## src/rtl/core/assembly_source_tokenizer_defines.svh

```systemverilog
// Assertion macros shared by the tokenizer modules.
`ifndef ASSEMBLY_SOURCE_TOKENIZER_DEFINES_SVH
`define ASSEMBLY_SOURCE_TOKENIZER_DEFINES_SVH

// Same-cycle implication, checked out of reset.
`define AST_ASSERT_NOW(label, ante, cons, msg) \
    label: assert property (@(posedge i_clk) disable iff (!i_rst_n) (ante) |-> (cons)) \
        else $error(msg);

// Next-cycle implication, checked out of reset.
`define AST_ASSERT_NEXT(label, ante, cons, msg) \
    label: assert property (@(posedge i_clk) disable iff (!i_rst_n) (ante) |=> (cons)) \
        else $error(msg);

`endif

```

## src/rtl/core/ast_pkg.sv

```systemverilog
// Types, constants and helper functions of the assembly source tokenizer.
package ast_pkg;

    typedef struct packed {
        logic [7:0] source_byte;
        logic       end_of_input;
    } t_in_item;

    typedef struct packed {
        logic [2:0]  token_kind;
        logic [5:0]  keyword_code;
        logic [31:0] number_value;
        logic [7:0]  text_byte;
        logic [23:0] line_number;
        logic        hex_error;
        logic        last_of_run;
    } t_out_item;

    // Results handed from the scanner to the result queue in one cycle.
    typedef struct packed {
        logic [1:0] n;
        t_out_item  item0;
        t_out_item  item1;
    } t_res_push;

    typedef enum logic [3:0] {
        MODE_IDLE  = 4'd0,
        MODE_IDENT = 4'd1,
        MODE_ZERO  = 4'd2,
        MODE_DEC   = 4'd3,
        MODE_OCT   = 4'd4,
        MODE_HEXX  = 4'd5,
        MODE_HEX   = 4'd6,
        MODE_STR   = 4'd7,
        MODE_ESC   = 4'd8,
        MODE_COMM  = 4'd9
    } t_mode;

    localparam logic [2:0] KIND_IDENT_CHAR = 3'd0;
    localparam logic [2:0] KIND_IDENT_DONE = 3'd1;
    localparam logic [2:0] KIND_INTEGER    = 3'd2;
    localparam logic [2:0] KIND_STR_CHAR   = 3'd3;
    localparam logic [2:0] KIND_STR_DONE   = 3'd4;
    localparam logic [2:0] KIND_COMMENT    = 3'd5;
    localparam logic [2:0] KIND_SINGLE     = 3'd6;
    localparam logic [2:0] KIND_END        = 3'd7;

    localparam logic [7:0] CH_TAB   = 8'h09;
    localparam logic [7:0] CH_NL    = 8'h0a;
    localparam logic [7:0] CH_CR    = 8'h0d;
    localparam logic [7:0] CH_SPACE = 8'h20;
    localparam logic [7:0] CH_QUOTE = 8'h22;
    localparam logic [7:0] CH_SEMI  = 8'h3b;
    localparam logic [7:0] CH_BSL   = 8'h5c;
    localparam logic [7:0] CH_UNDER = 8'h5f;

    localparam logic [23:0] FIRST_LINE_RESET = 24'd1;
    localparam logic [2:0]  IDENT_MAX_KW     = 3'd5;
    localparam logic [2:0]  IDENT_SAT        = 3'd6;

    localparam int unsigned Q_DEPTH   = 4;
    localparam int unsigned Q_CNT_W   = $clog2(Q_DEPTH + 1);
    localparam int unsigned KW_COUNT  = 42;

    // Keyword spellings packed big-endian into 40 bits, in code order 1..42.
    localparam logic [39:0] KW_SPELL [KW_COUNT] = '{
        40'h0064617461, 40'h00636f6465, 40'h0000696e74, 40'h006c6f6164,
        40'h73746f7265, 40'h00006c6561, 40'h0068616c74, 40'h6c6162656c,
        40'h00006a6d70, 40'h0000006a62, 40'h0000006a65, 40'h00006a6e65,
        40'h0000006a67, 40'h00006a6765, 40'h00006a6265, 40'h0063616c6c,
        40'h0000726574, 40'h0070757368, 40'h0000706f70, 40'h00006d6f76,
        40'h000000696e, 40'h00006f7574, 40'h00006e6567, 40'h006c6f6f70,
        40'h0000616464, 40'h0000737562, 40'h00006d756c, 40'h0000646976,
        40'h00006d6f64, 40'h0000636d70, 40'h000073686c, 40'h0000736872,
        40'h000073616c, 40'h0000736172, 40'h000073726c, 40'h0000737272,
        40'h0000766172, 40'h0000006673, 40'h0000006773, 40'h0069726574,
        40'h0000636c69, 40'h0000737469
    };

    function automatic logic is_alpha(input logic [7:0] b);
        return (b >= "a" && b <= "z") || (b >= "A" && b <= "Z");
    endfunction

    function automatic logic is_digit(input logic [7:0] b);
        return b >= "0" && b <= "9";
    endfunction

    function automatic logic is_octal(input logic [7:0] b);
        return b >= "0" && b <= "7";
    endfunction

    // Bit 4 flags a hex digit, bits 3:0 carry its value.
    function automatic logic [4:0] hex_val(input logic [7:0] b);
        logic [4:0] r;
        r = 5'd0;
        if (is_digit(b)) begin
            r = {1'b1, b[3:0]};
        end else if ((b >= "a" && b <= "f") || (b >= "A" && b <= "F")) begin
            // Letters a..f and A..F share low bits 1..6.
            r = {1'b1, 4'(b[2:0] + 3'd1) + 4'd8};
        end
        return r;
    endfunction

    function automatic t_out_item make_res(input logic [2:0] kind, input logic [5:0] kw,
                                           input logic [31:0] num, input logic [7:0] txt,
                                           input logic [23:0] line, input logic herr);
        t_out_item r;
        r.token_kind   = kind;
        r.keyword_code = kw;
        r.number_value = num;
        r.text_byte    = txt;
        r.line_number  = line;
        r.hex_error    = herr;
        r.last_of_run  = 1'b0;
        return r;
    endfunction

endpackage

```

## src/rtl/core/ast_kw_match.sv

```systemverilog
// Keyword lookup: compares the identifier prefix with every keyword in parallel.
module ast_kw_match (
    input  logic [39:0] i_prefix,
    input  logic [2:0]  i_len,
    output logic [5:0]  o_code
);
    import ast_pkg::*;

    always_comb begin
        o_code = 6'd0;
        // Spellings are distinct, so at most one compare can hit.
        for (int i = 0; i < KW_COUNT; i++) begin
            if (i_prefix == KW_SPELL[i]) begin
                o_code = o_code | 6'(i + 1);
            end
        end
        if (i_len == 3'd0 || i_len > IDENT_MAX_KW) begin
            o_code = 6'd0;
        end
    end

endmodule

```

## src/rtl/core/ast_out_fifo.sv

```systemverilog
// Result queue: takes up to two results a cycle and hands out one a cycle while i_out_ready is high.
module ast_out_fifo (
    input  logic                     i_clk,
    input  logic                     i_rst_n,
    input  ast_pkg::t_res_push       i_push,
    output logic                     o_room,
    output logic                     o_out_valid,
    input  logic                     i_out_ready,
    output ast_pkg::t_out_item       o_out_item
);
    import ast_pkg::*;

    t_out_item          r_slot [Q_DEPTH];
    t_out_item          n_slot [Q_DEPTH];
    t_out_item          shifted [Q_DEPTH];
    logic [Q_CNT_W-1:0] r_count;
    logic [Q_CNT_W-1:0] n_count;
    logic [Q_CNT_W-1:0] base;
    logic               pop;

    assign pop         = (r_count != '0) && i_out_ready;
    assign o_out_valid = (r_count != '0);
    assign o_out_item  = r_slot[0];
    assign o_room      = (r_count <= Q_CNT_W'(Q_DEPTH - 2));

    always_comb begin
        for (int k = 0; k < Q_DEPTH - 1; k++) begin
            shifted[k] = r_slot[k + 1];
        end
        shifted[Q_DEPTH-1] = r_slot[Q_DEPTH-1];

        base    = r_count - Q_CNT_W'(pop);
        n_count = base + Q_CNT_W'(i_push.n);
        for (int k = 0; k < Q_DEPTH; k++) begin
            n_slot[k] = pop ? shifted[k] : r_slot[k];
            if (i_push.n != 2'd0 && base == Q_CNT_W'(k)) begin
                n_slot[k] = i_push.item0;
            end
            if (i_push.n == 2'd2 && base + Q_CNT_W'(1) == Q_CNT_W'(k)) begin
                n_slot[k] = i_push.item1;
            end
        end
    end

    always_ff @(posedge i_clk) begin
        if (!i_rst_n) begin
            r_count <= '0;
        end else begin
            r_count <= n_count;
        end
    end

    always_ff @(posedge i_clk) begin
        for (int k = 0; k < Q_DEPTH; k++) begin
            r_slot[k] <= n_slot[k];
        end
    end

`include "assembly_source_tokenizer_defines.svh"

    `AST_ASSERT_NOW(a_count_bound, 1'b1, r_count <= Q_CNT_W'(Q_DEPTH), "result queue overfilled")
    `AST_ASSERT_NOW(a_push_room, i_push.n != 2'd0, o_room, "results pushed without room")
    `AST_ASSERT_NEXT(a_pop_only, pop && i_push.n == 2'd0, r_count == $past(r_count) - Q_CNT_W'(1), "queue count did not drop on pop")

endmodule

```

## src/rtl/core/ast_scan.sv

```systemverilog
// Scanner: input register and the per-byte state update that forms up to two results.
module ast_scan (
    input  logic               i_clk,
    input  logic               i_rst_n,
    input  logic               i_in_valid,
    output logic               o_in_ready,
    input  ast_pkg::t_in_item  i_in_item,
    input  logic [23:0]        i_first_line,
    input  logic               i_room,
    output ast_pkg::t_res_push o_push
);
    import ast_pkg::*;

    logic        r_in_valid;
    t_in_item    r_in_item;
    t_mode       r_mode, n_mode;
    logic [31:0] r_acc, n_acc;
    logic [39:0] r_prefix, n_prefix;
    logic [2:0]  r_len, n_len;
    logic [23:0] r_line, n_line;

    logic        fire;
    logic [7:0]  b;
    logic [5:0]  kw_code;
    logic [4:0]  hv;
    logic [31:0] acc_dec, acc_oct, acc_hex;
    logic [7:0]  esc_byte;

    // Between-token handling of the current byte.
    t_mode       id_mode;
    logic        id_nl;
    logic        id_ident;
    logic        id_acc_ld;
    logic [31:0] id_acc;
    logic        id_res_v;
    t_out_item   id_res;

    // First result comes from the mode itself, the second from the idle path or the end-of-input marker.
    logic        a_v, b_v;
    t_out_item   a_res, b_res;
    logic        use_idle;

    assign fire       = r_in_valid && i_room;
    assign o_in_ready = !r_in_valid || fire;
    assign b          = r_in_item.source_byte;
    assign hv         = hex_val(b);
    assign acc_dec    = {r_acc[28:0], 3'b000} + {r_acc[30:0], 1'b0} + {28'd0, b[3:0]};
    assign acc_oct    = {r_acc[28:0], b[2:0]};
    assign acc_hex    = {r_acc[27:0], hv[3:0]};

    ast_kw_match u_kw (
        .i_prefix (r_prefix),
        .i_len    (r_len),
        .o_code   (kw_code)
    );

    always_comb begin
        case (b)
            "n":     esc_byte = CH_NL;
            "t":     esc_byte = CH_TAB;
            "r":     esc_byte = CH_CR;
            default: esc_byte = b;
        endcase
    end

    always_comb begin
        id_mode   = MODE_IDLE;
        id_nl     = 1'b0;
        id_ident  = 1'b0;
        id_acc_ld = 1'b0;
        id_acc    = 32'd0;
        id_res_v  = 1'b0;
        id_res    = make_res(KIND_IDENT_CHAR, 6'd0, 32'd0, b, r_line, 1'b0);
        if (b == CH_SPACE || b == CH_TAB) begin
            id_mode = MODE_IDLE;
        end else if (b == CH_NL) begin
            id_nl = 1'b1;
        end else if (is_alpha(b)) begin
            id_mode  = MODE_IDENT;
            id_ident = 1'b1;
            id_res_v = 1'b1;
        end else if (b == "0") begin
            id_mode   = MODE_ZERO;
            id_acc_ld = 1'b1;
        end else if (is_digit(b)) begin
            id_mode   = MODE_DEC;
            id_acc_ld = 1'b1;
            id_acc    = {28'd0, b[3:0]};
        end else if (b == CH_QUOTE) begin
            id_mode = MODE_STR;
        end else if (b == CH_SEMI) begin
            id_mode = MODE_COMM;
        end else begin
            id_res_v = 1'b1;
            id_res   = make_res(KIND_SINGLE, 6'd0, 32'd0, b, r_line, 1'b0);
        end
    end

    always_comb begin
        n_mode   = r_mode;
        n_acc    = r_acc;
        n_prefix = r_prefix;
        n_len    = r_len;
        n_line   = r_line;
        a_v      = 1'b0;
        b_v      = 1'b0;
        a_res    = make_res(KIND_INTEGER, 6'd0, r_acc, 8'd0, r_line, 1'b0);
        b_res    = id_res;
        use_idle = 1'b0;

        if (r_in_item.end_of_input) begin
            a_v = 1'b1;
            case (r_mode)
                MODE_IDENT: a_res = make_res(KIND_IDENT_DONE, kw_code, 32'd0, 8'd0, r_line, 1'b0);
                MODE_ZERO, MODE_DEC, MODE_OCT, MODE_HEX: a_res.number_value = r_acc;
                MODE_HEXX: a_res.number_value = 32'd0;
                MODE_STR, MODE_ESC: a_res = make_res(KIND_STR_DONE, 6'd0, 32'd0, 8'd0, r_line, 1'b0);
                MODE_COMM: a_res = make_res(KIND_COMMENT, 6'd0, 32'd0, 8'd0, r_line, 1'b0);
                default: a_v = 1'b0;
            endcase
            b_v      = 1'b1;
            b_res    = make_res(KIND_END, 6'd0, 32'd0, 8'd0, r_line, 1'b0);
            n_mode   = MODE_IDLE;
            n_acc    = 32'd0;
            n_prefix = 40'd0;
            n_len    = 3'd0;
            n_line   = i_first_line;
        end else begin
            case (r_mode)
                MODE_IDENT: begin
                    if (is_alpha(b) || is_digit(b) || b == CH_UNDER) begin
                        if (r_len < IDENT_MAX_KW) begin
                            n_prefix = {r_prefix[31:0], b};
                        end
                        if (r_len < IDENT_SAT) begin
                            n_len = r_len + 3'd1;
                        end
                        a_v   = 1'b1;
                        a_res = make_res(KIND_IDENT_CHAR, 6'd0, 32'd0, b, r_line, 1'b0);
                    end else begin
                        a_v      = 1'b1;
                        a_res    = make_res(KIND_IDENT_DONE, kw_code, 32'd0, 8'd0, r_line, 1'b0);
                        use_idle = 1'b1;
                    end
                end
                MODE_ZERO: begin
                    if (b == "x" || b == "X") begin
                        n_mode = MODE_HEXX;
                    end else if (is_octal(b)) begin
                        n_mode = MODE_OCT;
                        n_acc  = {29'd0, b[2:0]};
                    end else begin
                        a_v      = 1'b1;
                        n_acc    = 32'd0;
                        use_idle = 1'b1;
                    end
                end
                MODE_DEC: begin
                    if (is_digit(b)) begin
                        n_acc = acc_dec;
                    end else begin
                        a_v      = 1'b1;
                        n_acc    = 32'd0;
                        use_idle = 1'b1;
                    end
                end
                MODE_OCT: begin
                    if (is_octal(b)) begin
                        n_acc = acc_oct;
                    end else begin
                        a_v      = 1'b1;
                        n_acc    = 32'd0;
                        use_idle = 1'b1;
                    end
                end
                MODE_HEXX: begin
                    if (hv[4]) begin
                        n_mode = MODE_HEX;
                        n_acc  = {28'd0, hv[3:0]};
                    end else begin
                        a_v      = 1'b1;
                        a_res    = make_res(KIND_INTEGER, 6'd0, 32'd0, 8'd0, r_line, 1'b1);
                        n_acc    = 32'd0;
                        use_idle = 1'b1;
                    end
                end
                MODE_HEX: begin
                    if (hv[4]) begin
                        n_acc = acc_hex;
                    end else begin
                        a_v      = 1'b1;
                        n_acc    = 32'd0;
                        use_idle = 1'b1;
                    end
                end
                MODE_STR: begin
                    if (b == CH_QUOTE) begin
                        a_v    = 1'b1;
                        a_res  = make_res(KIND_STR_DONE, 6'd0, 32'd0, 8'd0, r_line, 1'b0);
                        n_mode = MODE_IDLE;
                    end else if (b == CH_BSL) begin
                        n_mode = MODE_ESC;
                    end else begin
                        a_v   = 1'b1;
                        a_res = make_res(KIND_STR_CHAR, 6'd0, 32'd0, b, r_line, 1'b0);
                    end
                end
                MODE_ESC: begin
                    a_v    = 1'b1;
                    a_res  = make_res(KIND_STR_CHAR, 6'd0, 32'd0, esc_byte, r_line, 1'b0);
                    n_mode = MODE_STR;
                end
                MODE_COMM: begin
                    if (b == CH_NL) begin
                        a_v    = 1'b1;
                        a_res  = make_res(KIND_COMMENT, 6'd0, 32'd0, 8'd0, r_line, 1'b0);
                        n_line = r_line + 24'd1;
                        n_mode = MODE_IDLE;
                    end
                end
                default: begin
                    use_idle = 1'b1;
                end
            endcase

            if (use_idle) begin
                n_mode = id_mode;
                b_v    = id_res_v;
                if (id_nl) begin
                    n_line = r_line + 24'd1;
                end
                if (id_ident) begin
                    n_prefix = {32'd0, b};
                    n_len    = 3'd1;
                end
                if (id_acc_ld) begin
                    n_acc = id_acc;
                end
            end
        end
    end

    always_comb begin
        o_push.n     = 2'd0;
        o_push.item0 = a_res;
        o_push.item1 = b_res;
        if (fire) begin
            if (a_v && b_v) begin
                o_push.n = 2'd2;
                o_push.item1.last_of_run = 1'b1;
            end else if (a_v) begin
                o_push.n = 2'd1;
                o_push.item0.last_of_run = 1'b1;
            end else if (b_v) begin
                o_push.n     = 2'd1;
                o_push.item0 = b_res;
                o_push.item0.last_of_run = 1'b1;
            end
        end
    end

    always_ff @(posedge i_clk) begin
        if (!i_rst_n) begin
            r_in_valid <= 1'b0;
            r_mode     <= MODE_IDLE;
            r_acc      <= 32'd0;
            r_prefix   <= 40'd0;
            r_len      <= 3'd0;
            r_line     <= FIRST_LINE_RESET;
        end else begin
            if (o_in_ready) begin
                r_in_valid <= i_in_valid;
            end
            if (fire) begin
                r_mode   <= n_mode;
                r_acc    <= n_acc;
                r_prefix <= n_prefix;
                r_len    <= n_len;
                r_line   <= n_line;
            end
        end
    end

    always_ff @(posedge i_clk) begin
        if (i_in_valid && o_in_ready) begin
            r_in_item <= i_in_item;
        end
    end

`include "assembly_source_tokenizer_defines.svh"

    `AST_ASSERT_NEXT(a_end_resets, fire && r_in_item.end_of_input, r_mode == MODE_IDLE && r_line == $past(i_first_line), "end of input did not restore idle state")
    `AST_ASSERT_NOW(a_ident_len, r_mode == MODE_IDENT, r_len != 3'd0, "identifier mode with empty length")
    `AST_ASSERT_NOW(a_last_flag, o_push.n == 2'd2, o_push.item1.last_of_run && !o_push.item0.last_of_run, "last-of-run flag misplaced")

endmodule

```

## src/rtl/core/assembly_source_tokenizer.sv

```systemverilog
// Top level of the assembly source tokenizer: configuration register, scanner and result queue.
// Accepts one source byte (or an end-of-input marker) per cycle and yields zero, one or two
// tokens for it, which reach o_out_item through the result queue. The scanner takes a byte
// every cycle while its four-entry result queue has room for two results, and the output port
// delivers one result per cycle while i_out_ready is high, so a stream whose bytes mostly close
// or emit at most one token runs at one byte per cycle, while bytes that yield two tokens fill
// the queue faster than it drains. Register 0 at paddr 0 to 3 holds the first line
// number (24 bits, reset 1), loaded into the line counter at reset and after end of input.
module assembly_source_tokenizer (
    input  logic               i_clk,
    input  logic               i_rst_n,
    input  logic               i_in_valid,
    output logic               o_in_ready,
    input  ast_pkg::t_in_item  i_in_item,
    output logic               o_out_valid,
    input  logic               i_out_ready,
    output ast_pkg::t_out_item o_out_item,
    input  logic               psel,
    input  logic               penable,
    input  logic               pwrite,
    input  logic [2:0]         paddr,
    input  logic [31:0]        pwdata,
    output logic [31:0]        prdata,
    output logic               pready
);
    import ast_pkg::*;

    logic [23:0] r_first_line;
    logic        room;
    t_res_push   push;
    logic        reg_sel;

    assign pready  = 1'b1;
    assign reg_sel = (paddr[2] == 1'b0);
    assign prdata  = reg_sel ? {8'd0, r_first_line} : 32'd0;

    always_ff @(posedge i_clk) begin
        if (!i_rst_n) begin
            r_first_line <= FIRST_LINE_RESET;
        end else if (psel && penable && pwrite && pready && reg_sel) begin
            r_first_line <= pwdata[23:0];
        end
    end

    ast_scan u_scan (
        .i_clk        (i_clk),
        .i_rst_n      (i_rst_n),
        .i_in_valid   (i_in_valid),
        .o_in_ready   (o_in_ready),
        .i_in_item    (i_in_item),
        .i_first_line (r_first_line),
        .i_room       (room),
        .o_push       (push)
    );

    ast_out_fifo u_queue (
        .i_clk       (i_clk),
        .i_rst_n     (i_rst_n),
        .i_push      (push),
        .o_room      (room),
        .o_out_valid (o_out_valid),
        .i_out_ready (i_out_ready),
        .o_out_item  (o_out_item)
    );

endmodule
```

## config.mk

```make
export PLATFORM = sky130hd
export DESIGN_NAME = assembly_source_tokenizer
export DESIGN_NICKNAME = d
export VERILOG_FILES = /design/src/rtl/core/ast_pkg.sv /design/src/rtl/core/ast_kw_match.sv /design/src/rtl/core/ast_out_fifo.sv /design/src/rtl/core/ast_scan.sv /design/src/rtl/core/assembly_source_tokenizer.sv
export VERILOG_INCLUDE_DIRS = /design/src /design/src/rtl/core
export SDC_FILE = /design/constraint.sdc
export NUM_CORES = 1
export LEC_CHECK = 0
export ABC_CLOCK_PERIOD_IN_PS = 17300
export BUFFER_PORTS_ARGS = -buffer_cell sky130_fd_sc_hd__buf_2
export CORE_ASPECT_RATIO = 0.9
export CORE_MARGIN = 1.5
export CORE_UTILIZATION = 25
export CTS_CLUSTER_DIAMETER = 200
export DETAILED_ROUTE_END_ITERATION = 16
export PLACE_DENSITY = 0.46
export SYNTH_ARGS = -nofsm -noshare
export SYNTH_HDL_FRONTEND = slang
export SYNTH_HIERARCHICAL = 1
export SYNTH_SLANG_ARGS = --single-unit
export TNS_END_PERCENT = 1
```

## constraint.sdc

```tcl
create_clock -name i_clk -period 17.3 [get_ports i_clk]
set_input_delay 5.19 -clock i_clk [delete_from_list [all_inputs] [get_ports i_clk]]
set_output_delay 5.19 -clock i_clk [all_outputs]
set_load 0.03 [all_outputs]
```

==> flow_summary_export.csv <==
group,metric,value,unit
setup_path,critPathKind,"in2out",
yosys,synth_edf_count,309,
global_route,grt_pass1_wl,156000,um
power_and_ir_drop,power_frac_seq,37.7,%
layout,final_cells,4645,
timing,final-setup-viol-count,0,
clock_network,cts_resized,0,
route,drtIter0Drc,2532,
clock_network,cts_hold_buffers,0,
timing,rsz0062_at_grt,"no",
yosys,ys_seq_elements,440,
floorplanning,start_util,25.2,%
clock_network,clk_pin_slew_worst_paths,0.06,ns
placement,globalplace.congestion,0.890,
setup_path,startpoint_type,"input port",
power_and_ir_drop,p_switching,1.80,mW
route,vias_per_cell,5.54,
floorplanning,die_w,362,um
clock_network,h-tree-depth,2,
clock_network,worstSkewPairLatency,0.67,ns
placement,dp_hpwl,61000,um
placement,numPortBuffers,141,
status,status,"completed",
power_and_ir_drop,swShare,41.0,%
yosys,synthFlopType,"edfxtp_1",
global_route,grt_pass1_vias,24200,
setup_path,arrival,6.04,ns
power_and_ir_drop,p_leak,10.3,nW
layout,layout_commonest_cell,"edfxtp_1",
hold_path,min_from,"r_first_line[12]",
layout,final_nets,3222,
timing,finalSetupTns,0,ns
setup_path,rr_endpoint,"u_queue/r_slot[0][38]",
setup_path,worstPathRequired,12.11,ns
timing,worst_slack,6.07,ns
clock_network,cts_root_buf,"clkbuf_16",
clock_network,clockBufferDepth,3,
floorplanning,ios,161,
yosys,seq_area_frac_synth,41.1,%
route,dr.pass1.iters,5,
flow_run,max_cap_violations,0,
timing,slew_headroom,25.4,%
timing,period_share,64.9,%
setup_path,rrSetupSlack,10.66,ns
route,vias,25700,
route,drc,0,
clock_network,cts.sinks,440,
global_route,grt_antenna_before_repair,3,
setup_path,critical_path.max_fanout,25,
timing,skew,0.0465,ns
clock_network,numCtsBuffers,56,
timing,final_max_slew_viol_count,0,
layout,fill_cells,12200,
global_route,globalRouteOverflowTotal,0,
floorplanning,core_area,0.115,mm2
timing,fmax,0.0891,GHz
timing,fin_crit,11.23,ns
timing,worst_pin_slew,1.12,ns
route,wl_per_cell,21.8,um
setup_path,reg2reg_from,"u_scan/b[1]",
floorplanning,dieHeight,326,um
yosys,synth_area,0.0290,mm2
layout,mostFrequentLayoutCells,"edfxtp_1 (309), nor3_1 (261), a31oi_1 (248)",
layout,drive_gt1_share,13.6,%
clock_network,cts_tree,"built",
global_route,track_usage,16.6,%
placement,dpl_worst_slack,6.05,ns
yosys,ys_types,102,
yosys,synthCells,3188,
timing,hold_violations,0,
power_and_ir_drop,comb_power_share,34.7,%
power_and_ir_drop,ir_drop,0.000195,V
global_route,grt_start_max_net_pins,184,
placement,place_inst,4541,
route,ant_nets,0,
layout,syn2layout_area_growth,11.3,%
layout,fin_util,28.0,%
power_and_ir_drop,total_power,4.40,mW
setup_path,r2r_cells,17,
hold_path,hold_path.class,"reg2reg",
clock_network,cts_setup_buffers,0,
hold_path,min_delay_path_depth,2,
hold_path,hold-path-endpoint,"r_first_line[12]",
route,totalWireLength,101000,um
floorplanning,fp.dieArea,0.118,mm2
yosys,avgSynthCellArea,9.09,um2
floorplanning,num_rows,118,
power_and_ir_drop,powerDensity,136,mW/mm2
yosys,async_flop_share,0,%
setup_path,endpoint_kind,"output pin",
yosys,yosys_warnings,6,
power_and_ir_drop,pwr-share-clk,27.7,%
power_and_ir_drop,power.internal,2.59,mW
-- stage by stage --
stage | hold slack [ns] | area (um2)
CTS | 0.479 | 32300
floorplan | 0.439 | 29200
finish | 0.473 | 32300
global route | 0.494 | 32300
detailed placement | 0.468 | 30400
global placement | 0.464 | 30400
-- kinds of logic after synthesis --
| family | after synthesis | synth area share [%] |
|---|---|---|
| AOI/OAI and AO/OA | 891 | 20.9 |
| xor gates and xnor gates | 24 | 0.751 |
| adders and majority gates | 72 | 3.19 |
| buffers and inverters | 501 | 8.09 |
| DFF | 440 | 41.1 |
| muxes | 106 | 4.00 |
| other | 3 | 0.0388 |
| and+or+nand+nor | 1151 | 21.9 |
-- sequential cells by signal (all words and copies together) (netlist names) --
| register | flops |
|---|---|
| u_scan/r_line | 24 |
| u_scan/r_prefix | 40 |
| u_queue/r_count | 3 |
| u_scan/r_mode | 4 |
| u_scan/r_len | 3 |
| u_scan/r_acc | 32 |
| r_first_line | 24 |
| u_queue/r_slot | 300 |
| u_scan/r_in_item | 1 |
| u_scan/r_in_valid | 1 |
| u_scan/b | 8 |
-- worst max path at each step --
| stage | startpoint | end | slack [ns] | cells past startpoint |
|---|---|---|---|---|
| floorplan | i_out_ready | u_queue/r_slot[2][0] | 1.29 | 10 |
| global placement | paddr[2] | prdata[23] | 6.05 | 3 |
| detailed placement | paddr[2] | prdata[0] | 6.05 | 3 |
| CTS | paddr[2] | prdata[0] | 6.04 | 3 |
| global route | paddr[2] | prdata[0] | 6.01 | 3 |
| finish | paddr[2] | prdata[23] | 6.07 | 3 |
-- synthesized netlist by cell type, types with 17 or more instances --
cell type | instances | area share, %
edfxtp_1 | 309 | 32
nor3_1 | 262 | 4.5
a31oi_1 | 248 | 5.4
clkbuf_1 | 213 | 2.8
nand2_1 | 173 | 2.2
o31ai_1 | 154 | 4.0
or4_1 | 152 | 3.9
nor2_1 | 145 | 1.9
o21ai_0 | 142 | 2.5
dfxtp_1 | 131 | 9.0
nand3_1 | 120 | 2.1
inv_1 | 113 | 1.5
a21oi_1 | 95 | 1.6
buf_4 | 83 | 2.1
mux2_2 | 78 | 3.0
ha_1 | 69 | 3.0
and2_1 | 54 | 1.2
buf_2 | 53 | 0.92
nor2b_1 | 49 | 1.1
a22oi_1 | 47 | 1.2
nand4_1 | 38 | 0.82
mux2i_1 | 28 | 0.97
buf_1 | 27 | 0.35
nor4_1 | 25 | 0.54
nand2b_1 | 24 | 0.52
and3_1 | 20 | 0.43
a211oi_1 | 17 | 0.44
a21o_1 | 17 | 0.44
or3_1 | 17 | 0.37
-- layer usage --
layer / share of wire, % / up-vias / GRT usage [%]
met5: 0 / - / 0
met4: 1.9 / 0 / 4.04
met3: 5.7 / 118 / 2.07
met2: 42 / 816 / 24.1
met1: 50 / 12700 / 25.5
li1: - / 12100 / -
-- power by group through the flow --
stage          Combinational, mW  Sequential (mW)  Clock [mW]
6_report                    1.52             1.66        1.22
5_1_grt                     1.65             1.69        1.30
4_1_cts                     1.53             1.66        1.26
3_5_place_dp                1.53             1.68           0
3_3_place_gp                1.53             1.67           0
2_1_floorplan              0.866             1.90           0
-- critical path: stages --
cell	delay [ns]
buf_2	0.39
and2b_2	0.28
buf_2	0.17
-- layout make-up --
type | instances | area [um2] | share of cell area (%)
antenna | 2 | 5.00 | 0.0155
clock buffer | 78 | 1690 | 5.24
clock inverter | 24 | 210 | 0.652
inverter | 114 | 428 | 1.33
multi-input combinational | 2292 | 15000 | 46.6
sequential | 440 | 11900 | 36.9
tap | 1500 | 1880 | 5.82
timing repair buffer | 195 | 1130 | 3.49
Note: power is estimated with default switching activity, not from simulation.
